$ cat src/ift_pkg.sv
package ift_pkg;

    localparam int unsigned DEF_MAX_WIDTH = 63;

    localparam int VAL_W  = 32;                 // argument width
    localparam int NDIG   = 10;                 // decimal digits of a 32-bit value
    localparam int BCD_W  = 4 * NDIG;           // digit shift register
    localparam int ND_W   = $clog2(NDIG + 1);   // digit count
    localparam int CNT_W  = $clog2(VAL_W);      // double-dabble bit counter
    localparam int WID_W  = 6;                  // field width
    localparam int CHAR_W = 8;

    typedef enum logic [1:0] {
        OP_SDEC = 2'd0,
        OP_UDEC = 2'd1,
        OP_HEX  = 2'd2,
        OP_NONE = 2'd3
    } t_op;

    typedef enum logic [1:0] {
        CV_IDLE,
        CV_DABBLE,
        CV_STRIP,
        CV_DONE
    } t_cv_state;

    localparam logic [CHAR_W-1:0] CH_ZERO  = 8'h30;
    localparam logic [CHAR_W-1:0] CH_NINE  = 8'h39;
    localparam logic [CHAR_W-1:0] CH_A     = 8'h61;
    localparam logic [CHAR_W-1:0] CH_F     = 8'h66;
    localparam logic [CHAR_W-1:0] CH_MINUS = 8'h2d;
    localparam logic [CHAR_W-1:0] CH_SPACE = 8'h20;

    // converted field handed from the converter to the emitter
    typedef struct packed {
        logic [BCD_W-1:0] dig;   // most significant digit in the top nibble
        logic [ND_W-1:0]  nd;    // significant digits, at least one
        logic             neg;
        logic             zp;
        logic [WID_W-1:0] w;     // saturated width
    } t_digits;

    function automatic logic [CHAR_W-1:0] digit_char(input logic [3:0] d);
        logic [CHAR_W-1:0] c;
        if (d < 4'd10) begin
            c = CH_ZERO + {4'b0000, d};
        end else begin
            c = CH_A + {4'b0000, d} - 8'd10;
        end
        return c;
    endfunction

endpackage

$ cat src/ift_conv.sv
module ift_conv #(
    parameter int unsigned MAX_WIDTH = ift_pkg::DEF_MAX_WIDTH
) (
    input  logic                       i_clk,
    input  logic                       i_rst_n,
    input  logic                       i_valid,
    output logic                       o_ready,
    input  logic [1:0]                 i_op,
    input  logic [31:0]                i_value,
    input  logic [5:0]                 i_width,
    input  logic                       i_zero_pad,
    output logic                       o_dig_valid,
    input  logic                       i_dig_ready,
    output ift_pkg::t_digits           o_dig
);
    import ift_pkg::*;

    localparam logic [7:0] MaxW = 8'(MAX_WIDTH);

    t_cv_state          r_state, n_state;
    logic [VAL_W-1:0]   r_bin;
    logic [BCD_W-1:0]   r_dig;
    logic [BCD_W-1:0]   adj;
    logic [CNT_W-1:0]   r_cnt;
    logic [ND_W-1:0]    r_nd;
    logic               r_neg, r_zp;
    logic [WID_W-1:0]   r_w;
    logic               in_neg;
    logic [VAL_W-1:0]   in_mag;
    logic [WID_W-1:0]   in_w;
    logic               strip_go;
    t_op                op;

    assign op       = t_op'(i_op);
    assign in_neg   = (op == OP_SDEC) && i_value[VAL_W-1];
    assign in_mag   = in_neg ? (~i_value + 32'd1) : i_value;
    assign in_w     = ({2'b00, i_width} > MaxW) ? MaxW[WID_W-1:0] : i_width;
    assign strip_go = (r_dig[BCD_W-1 -: 4] == 4'd0) && (r_nd > ND_W'(1));

    // add 3 to every BCD digit of 5 or more before the shift
    always_comb begin
        for (int k = 0; k < NDIG; k++) begin
            if (r_dig[4*k +: 4] >= 4'd5) begin
                adj[4*k +: 4] = r_dig[4*k +: 4] + 4'd3;
            end else begin
                adj[4*k +: 4] = r_dig[4*k +: 4];
            end
        end
    end

    always_comb begin
        n_state = r_state;
        unique case (r_state)
            CV_IDLE: begin
                if (i_valid && (op != OP_NONE)) begin
                    n_state = (op == OP_HEX) ? CV_STRIP : CV_DABBLE;
                end
            end
            CV_DABBLE: begin
                if (r_cnt == CNT_W'(VAL_W - 1)) n_state = CV_STRIP;
            end
            CV_STRIP: begin
                if (!strip_go) n_state = CV_DONE;
            end
            CV_DONE: begin
                if (i_dig_ready) n_state = CV_IDLE;
            end
            default: n_state = CV_IDLE;
        endcase
    end

    always_comb begin
        o_ready     = (r_state == CV_IDLE);
        o_dig_valid = (r_state == CV_DONE);
        o_dig.dig   = r_dig;
        o_dig.nd    = r_nd;
        o_dig.neg   = r_neg;
        o_dig.zp    = r_zp;
        o_dig.w     = r_w;
    end

    always_ff @(posedge i_clk) begin
        if (!i_rst_n) begin
            r_state <= CV_IDLE;
        end else begin
            r_state <= n_state;
        end
    end

    always_ff @(posedge i_clk) begin
        unique case (r_state)
            CV_IDLE: begin
                r_bin <= in_mag;
                r_dig <= (op == OP_HEX) ? {{(BCD_W - VAL_W){1'b0}}, in_mag} : '0;
                r_cnt <= '0;
                r_nd  <= ND_W'(NDIG);
                r_neg <= in_neg;
                r_zp  <= i_zero_pad;
                r_w   <= in_w;
            end
            CV_DABBLE: begin
                r_dig <= {adj[BCD_W-2:0], r_bin[VAL_W-1]};
                r_bin <= {r_bin[VAL_W-2:0], 1'b0};
                r_cnt <= r_cnt + CNT_W'(1);
            end
            CV_STRIP: begin
                if (strip_go) begin
                    r_dig <= {r_dig[BCD_W-5:0], 4'd0};
                    r_nd  <= r_nd - ND_W'(1);
                end
            end
            CV_DONE: begin
            end
            default: begin
            end
        endcase
    end

endmodule

$ cat src/ift_emit.sv
module ift_emit (
    input  logic                  i_clk,
    input  logic                  i_rst_n,
    input  logic                  i_dig_valid,
    output logic                  o_dig_ready,
    input  ift_pkg::t_digits      i_dig,
    output logic                  o_tvalid,
    input  logic                  i_tready,
    output logic [7:0]            o_tdata,
    output logic                  o_tlast
);
    import ift_pkg::*;

    logic               r_active;
    logic               r_tvalid;
    logic [CHAR_W-1:0]  r_char;
    logic               r_last;
    logic [BCD_W-1:0]   r_dig;
    logic [ND_W-1:0]    r_nd;
    logic               r_sign, r_zp;
    logic [WID_W-1:0]   r_pad;
    logic [WID_W-1:0]   len;
    logic [WID_W-1:0]   pad;
    logic               slot;
    logic [CHAR_W-1:0]  n_char;
    logic               n_last;

    assign len         = WID_W'(i_dig.nd) + WID_W'(i_dig.neg);
    assign pad         = (i_dig.w > len) ? (i_dig.w - len) : '0;
    assign o_dig_ready = !r_active;
    assign slot        = r_active && (!r_tvalid || i_tready);

    // next character: leading sign under zero padding, pad, sign, digits
    always_comb begin
        n_last = 1'b0;
        priority if (r_sign && r_zp) begin
            n_char = CH_MINUS;
        end else if (r_pad != '0) begin
            n_char = r_zp ? CH_ZERO : CH_SPACE;
        end else if (r_sign) begin
            n_char = CH_MINUS;
        end else begin
            n_char = digit_char(r_dig[BCD_W-1 -: 4]);
            n_last = (r_nd == ND_W'(1));
        end
    end

    always_ff @(posedge i_clk) begin
        if (!i_rst_n) begin
            r_active <= 1'b0;
            r_tvalid <= 1'b0;
        end else begin
            if (i_dig_valid && !r_active) begin
                r_active <= 1'b1;
            end else if (slot && n_last) begin
                r_active <= 1'b0;
            end
            if (slot) begin
                r_tvalid <= 1'b1;
            end else if (i_tready) begin
                r_tvalid <= 1'b0;
            end
        end
    end

    always_ff @(posedge i_clk) begin
        if (i_dig_valid && !r_active) begin
            r_dig  <= i_dig.dig;
            r_nd   <= i_dig.nd;
            r_sign <= i_dig.neg;
            r_zp   <= i_dig.zp;
            r_pad  <= pad;
        end else if (slot) begin
            priority if (r_sign && r_zp) begin
                r_sign <= 1'b0;
            end else if (r_pad != '0) begin
                r_pad <= r_pad - WID_W'(1);
            end else if (r_sign) begin
                r_sign <= 1'b0;
            end else begin
                r_dig <= {r_dig[BCD_W-5:0], 4'd0};
                r_nd  <= r_nd - ND_W'(1);
            end
        end
        if (slot) begin
            r_char <= n_char;
            r_last <= n_last;
        end
    end

    assign o_tvalid = r_tvalid;
    assign o_tdata  = r_char;
    assign o_tlast  = r_last;

endmodule

$ cat src/integer_field_formatter.sv
// Channel   Dir  Beat                                         Carries
// s (in)    in   i_s_tvalid / o_s_tready                      one format request
// m (out)   out  o_m_tvalid / i_m_tready                      one character of the field
//
// Steps: accept, double-dabble shift (decimal only), leading-zero strip (one step per digit
// dropped plus a check), hand-off. Then one character per cycle while the output is not
// stalled, max(width, digits + sign) beats, overlapping the next.
// Reset: synchronous, active low; clears converter state and the output valid.
// Stalls: a stalled output holds its beat; the converter waits in its done state.
// Requests with the unused conversion code are taken and dropped.
module integer_field_formatter #(
    parameter int unsigned MAX_WIDTH = ift_pkg::DEF_MAX_WIDTH
) (
    input  logic        i_clk,
    input  logic        i_rst_n,
    input  logic        i_s_tvalid,
    output logic        o_s_tready,
    input  logic [39:0] i_s_tdata,   // value[31:0], width[37:32], zero_pad[38], zero[39]
    input  logic [1:0]  i_s_tuser,   // op[1:0]
    output logic        o_m_tvalid,
    input  logic        i_m_tready,
    output logic [7:0]  o_m_tdata,   // char_out[7:0]
    output logic        o_m_tlast    // last
);
    import ift_pkg::*;

    logic    dig_valid;
    logic    dig_ready;
    t_digits dig;

    // binary to digits: BCD shift for decimal, then leading-zero strip
    ift_conv #(
        .MAX_WIDTH (MAX_WIDTH)
    ) u_conv (
        .i_clk       (i_clk),
        .i_rst_n     (i_rst_n),
        .i_valid     (i_s_tvalid),
        .o_ready     (o_s_tready),
        .i_op        (i_s_tuser),
        .i_value     (i_s_tdata[31:0]),
        .i_width     (i_s_tdata[37:32]),
        .i_zero_pad  (i_s_tdata[38]),
        .o_dig_valid (dig_valid),
        .i_dig_ready (dig_ready),
        .o_dig       (dig)
    );

    // pad / sign / digit sequencer with registered output beat
    ift_emit u_emit (
        .i_clk       (i_clk),
        .i_rst_n     (i_rst_n),
        .i_dig_valid (dig_valid),
        .o_dig_ready (dig_ready),
        .i_dig       (dig),
        .o_tvalid    (o_m_tvalid),
        .i_tready    (i_m_tready),
        .o_tdata     (o_m_tdata),
        .o_tlast     (o_m_tlast)
    );

    // a real request leaves the converter busy on the next cycle
    a_busy_after_req: assert property (@(posedge i_clk) disable iff (!i_rst_n)
        i_s_tvalid && o_s_tready && (i_s_tuser != OP_NONE) |=> !o_s_tready)
        else $error("converter not busy after request");

    // the final character of a field is always a digit
    a_last_is_digit: assert property (@(posedge i_clk) disable iff (!i_rst_n)
        o_m_tvalid && o_m_tlast |->
            ((o_m_tdata >= CH_ZERO) && (o_m_tdata <= CH_NINE)) ||
            ((o_m_tdata >= CH_A) && (o_m_tdata <= CH_F)))
        else $error("last character is not a digit");

    // only sign, pad or digit characters leave the block
    a_char_set: assert property (@(posedge i_clk) disable iff (!i_rst_n)
        o_m_tvalid |-> (o_m_tdata == CH_MINUS) || (o_m_tdata == CH_SPACE) ||
            ((o_m_tdata >= CH_ZERO) && (o_m_tdata <= CH_NINE)) ||
            ((o_m_tdata >= CH_A) && (o_m_tdata <= CH_F)))
        else $error("illegal output character");

endmodule

$ cat config.mk
export PLATFORM = sky130hd
export DESIGN_NAME = integer_field_formatter
export DESIGN_NICKNAME = d
export VERILOG_FILES = /design/src/ift_pkg.sv /design/src/ift_conv.sv /design/src/ift_emit.sv /design/src/integer_field_formatter.sv
export SDC_FILE = /design/constraint.sdc
export NUM_CORES = 1
export LEC_CHECK = 0
export BUFFER_PORTS_ARGS = -buffer_cell sky130_fd_sc_hd__buf_2
export CAP_MARGIN = 25
export CORE_AREA = 2 2 179 129
export CTS_CLUSTER_SIZE = 12
export DETAILED_ROUTE_END_ITERATION = 8
export DIE_AREA = 0 0 181 131
export PLACE_DENSITY_LB_ADDON = 0.3
export REMOVE_ABC_BUFFERS = 1
export SETUP_SLACK_MARGIN = 0.2
export SLEW_MARGIN = 10
export SYNTH_ARGS = -nofsm -noshare
export SYNTH_HDL_FRONTEND = slang
export SYNTH_SLANG_ARGS = --single-unit
$ cat constraint.sdc
create_clock -name i_clk -period 8.1 [get_ports i_clk]
set_input_delay 2.43 -clock i_clk [delete_from_list [all_inputs] [get_ports i_clk]]
set_output_delay 2.43 -clock i_clk [all_outputs]
set_load 0.01 [all_outputs]
Word-level counts from Yosys, hierarchy flattened:

Index checks and enable logic that the tools add are counted.

* word-level logic and storage cells: 148
* output and inout bits: 11
* register bits: 154
* input bits: 46

* bitwise gates (word level): 1
* reduce and logical (&&, ||, !) cells: 27
* $lt $le $gt $ge: 13
* multiplexer cells: 54
* $add $sub $neg: 20
* equality and inequality tests: 16

Operator list (number)
* 2-to-1 mux 40 bit: 6
* case mux 40 bit (3 select lines): 1
* 2-to-1 mux 32 bit: 2
* case mux 32 bit (2 select lines): 1
* 2-to-1 mux 4 bit: 15
* >= comparator 4 x 3 -> 1 bit (second input constant): 10
* adder 4 x 2 -> 4 bit (second input constant): 9
* adder 32 x 1 -> 32 bit (second input constant): 1
* NOT 32 bit: 1
* 2-to-1 mux 6 bit: 5
* 2-to-1 mux 8 bit: 3
* nonzero test 2 bit: 6
* 2-to-1 mux 1 bit: 11
* 2-to-1 mux 2 bit: 5
* inequality test 2 bit (second input constant): 5
* case mux 5 bit (2 select lines): 1
* adder 7 x 4 -> 8 bit (first input constant): 1
* inequality test 2 x 1 -> 1 bit (second input constant): 4
* case mux 2 bit (4 select lines): 1
* case mux 4 bit (2 select lines): 1
* AND reduction 4 bit: 2
* subtractor 4 x 1 -> 4 bit (second input constant): 2
* subtractor 8 x 4 -> 8 bit (second input constant): 1
* adder 6 x 4 -> 7 bit (first input constant): 1
* 24 further kinds: 36

Longest topological paths before layout:

* depth after elaboration: 7
* depth in mapped cells: 9
* gate-level depth less buffers: 9

By module:

From an unflattened synthesis, not the netlist that was laid out.

* cells, all modules: 899
* area total of the unflattened synthesis: 9034.9 µm²

By module, submodules not included
* ift_conv: cells an instance 589, seq. area each 2712.6 µm², instances 1, area an instance 5918.2 µm²
* ift_emit: cells an instance 310, seq. area each 1841.8 µm², instances 1, area an instance 3116.7 µm²

Worst setup path before layout:

Ideal clock, no wire load.

* kind: input to register
* from: input port i_m_tready
* to: register u_emit.r_dig[0] (enable)
* slack: 1.834 ns
* data arrival time: 5.759 ns
* library setup time: 0.506 ns
* path buffers: 0
* stages: 3
* path through: nor2b_1 -> nand2b_1 -> o21ai_0

* cells in the longest elaborated chain, start to end: 4

Ends and longest elaborated chain
* start, declared: line integer_field_formatter.sv:21 `input logic i_m_tready,`
* logical OR 1 bit: line ift_emit.sv:31 `assign slot = r_active && (!r_tvalid || i_tready);`
* logical AND 1 bit: line ift_emit.sv:31
* nonzero test 2 bit (no source line)
* AND reduction 4 bit (no source line)
* end signal, assigned: line ift_emit.sv:68 `r_dig <= i_dig.dig;`
* end signal, assigned: line ift_emit.sv:81 `r_dig <= {r_dig[BCD_W-5:0], 4'd0};`
* end, declared: line ift_emit.sv:18 `logic [BCD_W-1:0] r_dig;`

No other way between the ends.
A chain may end at the register's enable or synchronous reset.

Final worst setup path:

* from: input port i_s_tdata[2]
* to: register u_conv.r_bin[24] (data pin)

* cells in the longest elaborated chain, start to end: 4

Ends and longest elaborated chain
* start, declared: line integer_field_formatter.sv:18 `input logic [39:0] i_s_tdata,`
* NOT 32 bit: line ift_conv.sv:36 `assign in_mag = in_neg ? (~i_value + 32'd1) : i_value;`
* adder 32 x 1 -> 32 bit: line ift_conv.sv:36
* 2-to-1 mux 32 bit: line ift_conv.sv:36
* case mux 32 bit (2 select lines): line ift_conv.sv:91 `unique case (r_state)`
* end signal, assigned: line ift_conv.sv:93 `r_bin <= in_mag;`
* end signal, assigned: line ift_conv.sv:103 `r_bin <= {r_bin[VAL_W-2:0], 1'b0};`
* end, declared: line ift_conv.sv:21 `logic [VAL_W-1:0] r_bin;`

No other way between the ends.

==> run_results.csv <==
group,metric,value,unit
placed_design,port_buffers,54,
routing,wl_met3,902,µm
finish,drive_gt1_frac,0.1250,
synthesis,synth.distinct_cells,58,
setup_path,start_kind,"primary input",
routing,wl_per_cell,16.37,µm
floorplanning,initial_core_util,0.3912,
routing,drc_errors,0,
routing,ant_nets,0,
sta,fmax,0.2283,GHz
routing,wl_met2,9129,µm
pwr,clockPowerShare,0.274,
pwr,p_int,1.923,mW
finish,fin_area,0.009794,mm²
routing,dr.pass1.iters,4,
setup_path,critPathKind,"primary input to register",
floorplanning,dieWidth,181,µm
synthesis,syn_area,0.008646,mm²
setup_path,crit_path_max_fanout,10,
pwr,ir_drop,0.1569,mV
cts,clkTransAtPathRegs,0.07,ns
finish,antenna_cells,0,
pwr,p_comb_frac,0.278,
synthesis,synth_top_cell_by_area,"edfxtp_1",
sta,fin_crit_sh,0.5409,
synthesis,async_reset_ff_frac,0,
sta,finalSetupViolCount,0,
pwr,p_sw,0.9829,mW
sta,rsz0062_at_grt,"no",
synthesis,synth_top_cells_by_area,"edfxtp_1 52%, ha_1 6.2%, o21ai_0 5.4%, nand2_1 5.1%, a21oi_1 2.9%",
routing,viasPerCell,5.307,
cts,cts.sinks,153,
setup_path,setup.worst_path.end_class,"register",
finish,syn_to_final_growth,13.29,%
routing,m1WireLength,8948,µm
cts,cts-root-to-sink-buffers,2,
pwr,power.density,296.7,mW/mm²
routing,top_layer_used,"met5",
routing,first_iter_violations,416,
synthesis,synth_edf_count,149,
routing,drt_wl_total,19250,µm
floorplanning,die_h,131,µm
global_routing,grt_pass1_wl,31060,µm
synthesis,yosysTopAreaCellShare,0.5175,
cts,cts_hold_buf,0,
global_routing,grt_max_degree,67,
synthesis,yosysSeqAreaShare,0.5268,
pwr,switching_share,0.3382,
pwr,power,2.906,mW
finish,fillers,2081,
placed_design,post-dp-hpwl,12930,µm
outcome,outcome,"finished clean",
sta,relSlewSlack,0.3768,
cts,post_cts_buffers,0,
job,maxCapViolCount,0,
cts,ctsHtreeMaxLevel,4,
global_routing,grt_pass1_vias,6012,
setup_path,r2r_setup_slack,5.27,ns
pwr,power_leakage,3.602,nW
sta,hold_viol_final,0,
sta,finalSetupTns,0,ns
cts,numCtsBuffers,17,
cts,root_buffer,"clkbuf_16",
floorplanning,coreArea,0.02210,mm²
placed_design,place_congestion,0.8355,
cts,insertion_delay,0.44,ns
floorplanning,die-area,0.02371,mm²
global_routing,grt.overflow.total,0,
setup_path,crit_arrival,4.57,ns
sta,tightest_slew,0.9348,ns
sta,min_period,4.381,ns
cts,cts_tree,"built",
synthesis,ys.warnings.count,0,
global_routing,track_usage,0.1691,
sta,skew,0.006640,ns
setup_path,worstPathRequired,8.29,ns
global_routing,antenna_found_initial,2,
cts,cts_resized,0,
floorplanning,std_cell_rows,46,
floorplanning,boundaryPins,57,
synthesis,synth-main-ff-cell,"edfxtp_1",
routing,vias,6241,
worst_hold_path,hp-class,"register to register",
finish,fin_nets,965,
sta,slew_viol_final,0,
synthesis,synth_cells,831,
placed_design,placed_cell_area,0.009216,mm²
finish,final_util,0.4432,
pwr,seqPwrFrac,0.448,
synthesis,avgSynthCellArea,10.40,µm²
synthesis,synth_seq_cells,153,
placed cells by master, fill, tap and decap left out, drive strengths merged, types with 4 or more instances in the layout:
cell	n
clkinv	6
nand3	7
clkbuf	17
nor2b	13
mux2	7
o22ai	4
nor3	14
nor3b	17
a21oi	50
a211oi	8
nor2	41
a22oi	27
and2	12
inv	46
nand2b	17
dfxtp	4
edfxtp	149
or3	4
xor2	22
clkinvlp	5
nor4	10
o21ai	97
o41ai	4
a221o	5
xnor2	28
ha	43
buf	62
o31ai	8
nand2	118
kinds of logic after synthesis:
logic type | synth area share
AO/OA/AOI/OAI | 0.1596
buffers and inverters | 0.03647
XOR/XNOR | 0.05065
other | 0.0008686
adder cells (fa/ha/maj) | 0.06454
flip-flops | 0.5268
AND/OR/NAND/NOR | 0.1496
multiplexers | 0.01143
registers in the layout, indices dropped and copies added, names as in the netlist, 2 cells and up:
name / count
u_conv.r_state: 2
u_emit.r_pad: 6
u_conv.r_bin: 32
u_emit.r_nd: 4
u_emit.o_tdata: 7
u_conv.r_nd: 4
u_conv.r_dig: 40
u_conv.r_cnt: 5
u_conv.r_w: 6
u_emit.r_dig: 40
final timing paths:
check,start,end,depth (start not counted)
worst max-delay path,i_s_tdata[2],u_conv.r_bin[24],6
worst min-delay path,u_conv.r_zp,u_emit.r_zp,0
worst max register to register,u_conv.r_nd[0],u_emit.r_pad[3],8
worst min register to register,u_conv.r_zp,u_emit.r_zp,0
synth_stat cells, drive strengths merged (5+ instances only):
master and n:
mux2 7, nand3 7, a211oi 8, edfxtp 149
and2 12, xor2 22, o21ai 97, nor3 14
a22oi 27, buf 7, a21oi 50, nor2b 13
nor2 41, nand2 118, clkbuf 30, o31ai 8
xnor2 28, nor4 10, inv 44, nor3b 17
a221o 5, nand2b 17, ha 43
final cells by class:
type / instances / area [µm²] / share of cell area
Clock inverter: 15 / 152.6 / 0.01559
Clock buffer: 17 / 425.4 / 0.04343
Tap cell: 288 / 360.3 / 0.03679
Multi-Input combinational cell: 597 / 3806 / 0.3886
Inverter: 44 / 165.2 / 0.01686
Sequential cell: 153 / 4554 / 0.4650
Timing Repair Buffer: 62 / 330.3 / 0.03373
worst max-delay path, stage by stage:
cell and delay (ns):
buf_2 0.14, or4_4 0.55, or3_1 0.55, nor4_2 0.30, mux2_1 0.35, a221o_1 0.25
per-stage QoR:
step | instances | worst slack (ns) | hold WS [ns]
2_1_floorplan | 794 | 1.834 | 0.4003
5_1_grt | 1176 | 3.596 | 0.4390
3_5_place_dp | 1144 | 3.262 | 0.4088
6_report | 1176 | 3.719 | 0.4174
4_1_cts | 1176 | 3.728 | 0.4215
3_3_place_gp | 1144 | 3.271 | 0.4016
per-layer routing:
layer	vias up	GRT usage
met5	-	0
met4	4	0.05500
met3	23	0.03880
met2	137	0.2857
met1	2968	0.2181
li1	3109	-
power by group through the flow:
stage          clock, mW  combinational [mW]  sequential [mW]
2_1_floorplan          0               0.588             1.28
5_1_grt            0.842               0.927             1.33
4_1_cts            0.811               0.813             1.30
3_5_place_dp           0               0.808             1.32
6_report           0.796               0.807             1.30
3_3_place_gp           0               0.791             1.31
Note: power is estimated with default switching activity, not from simulation.
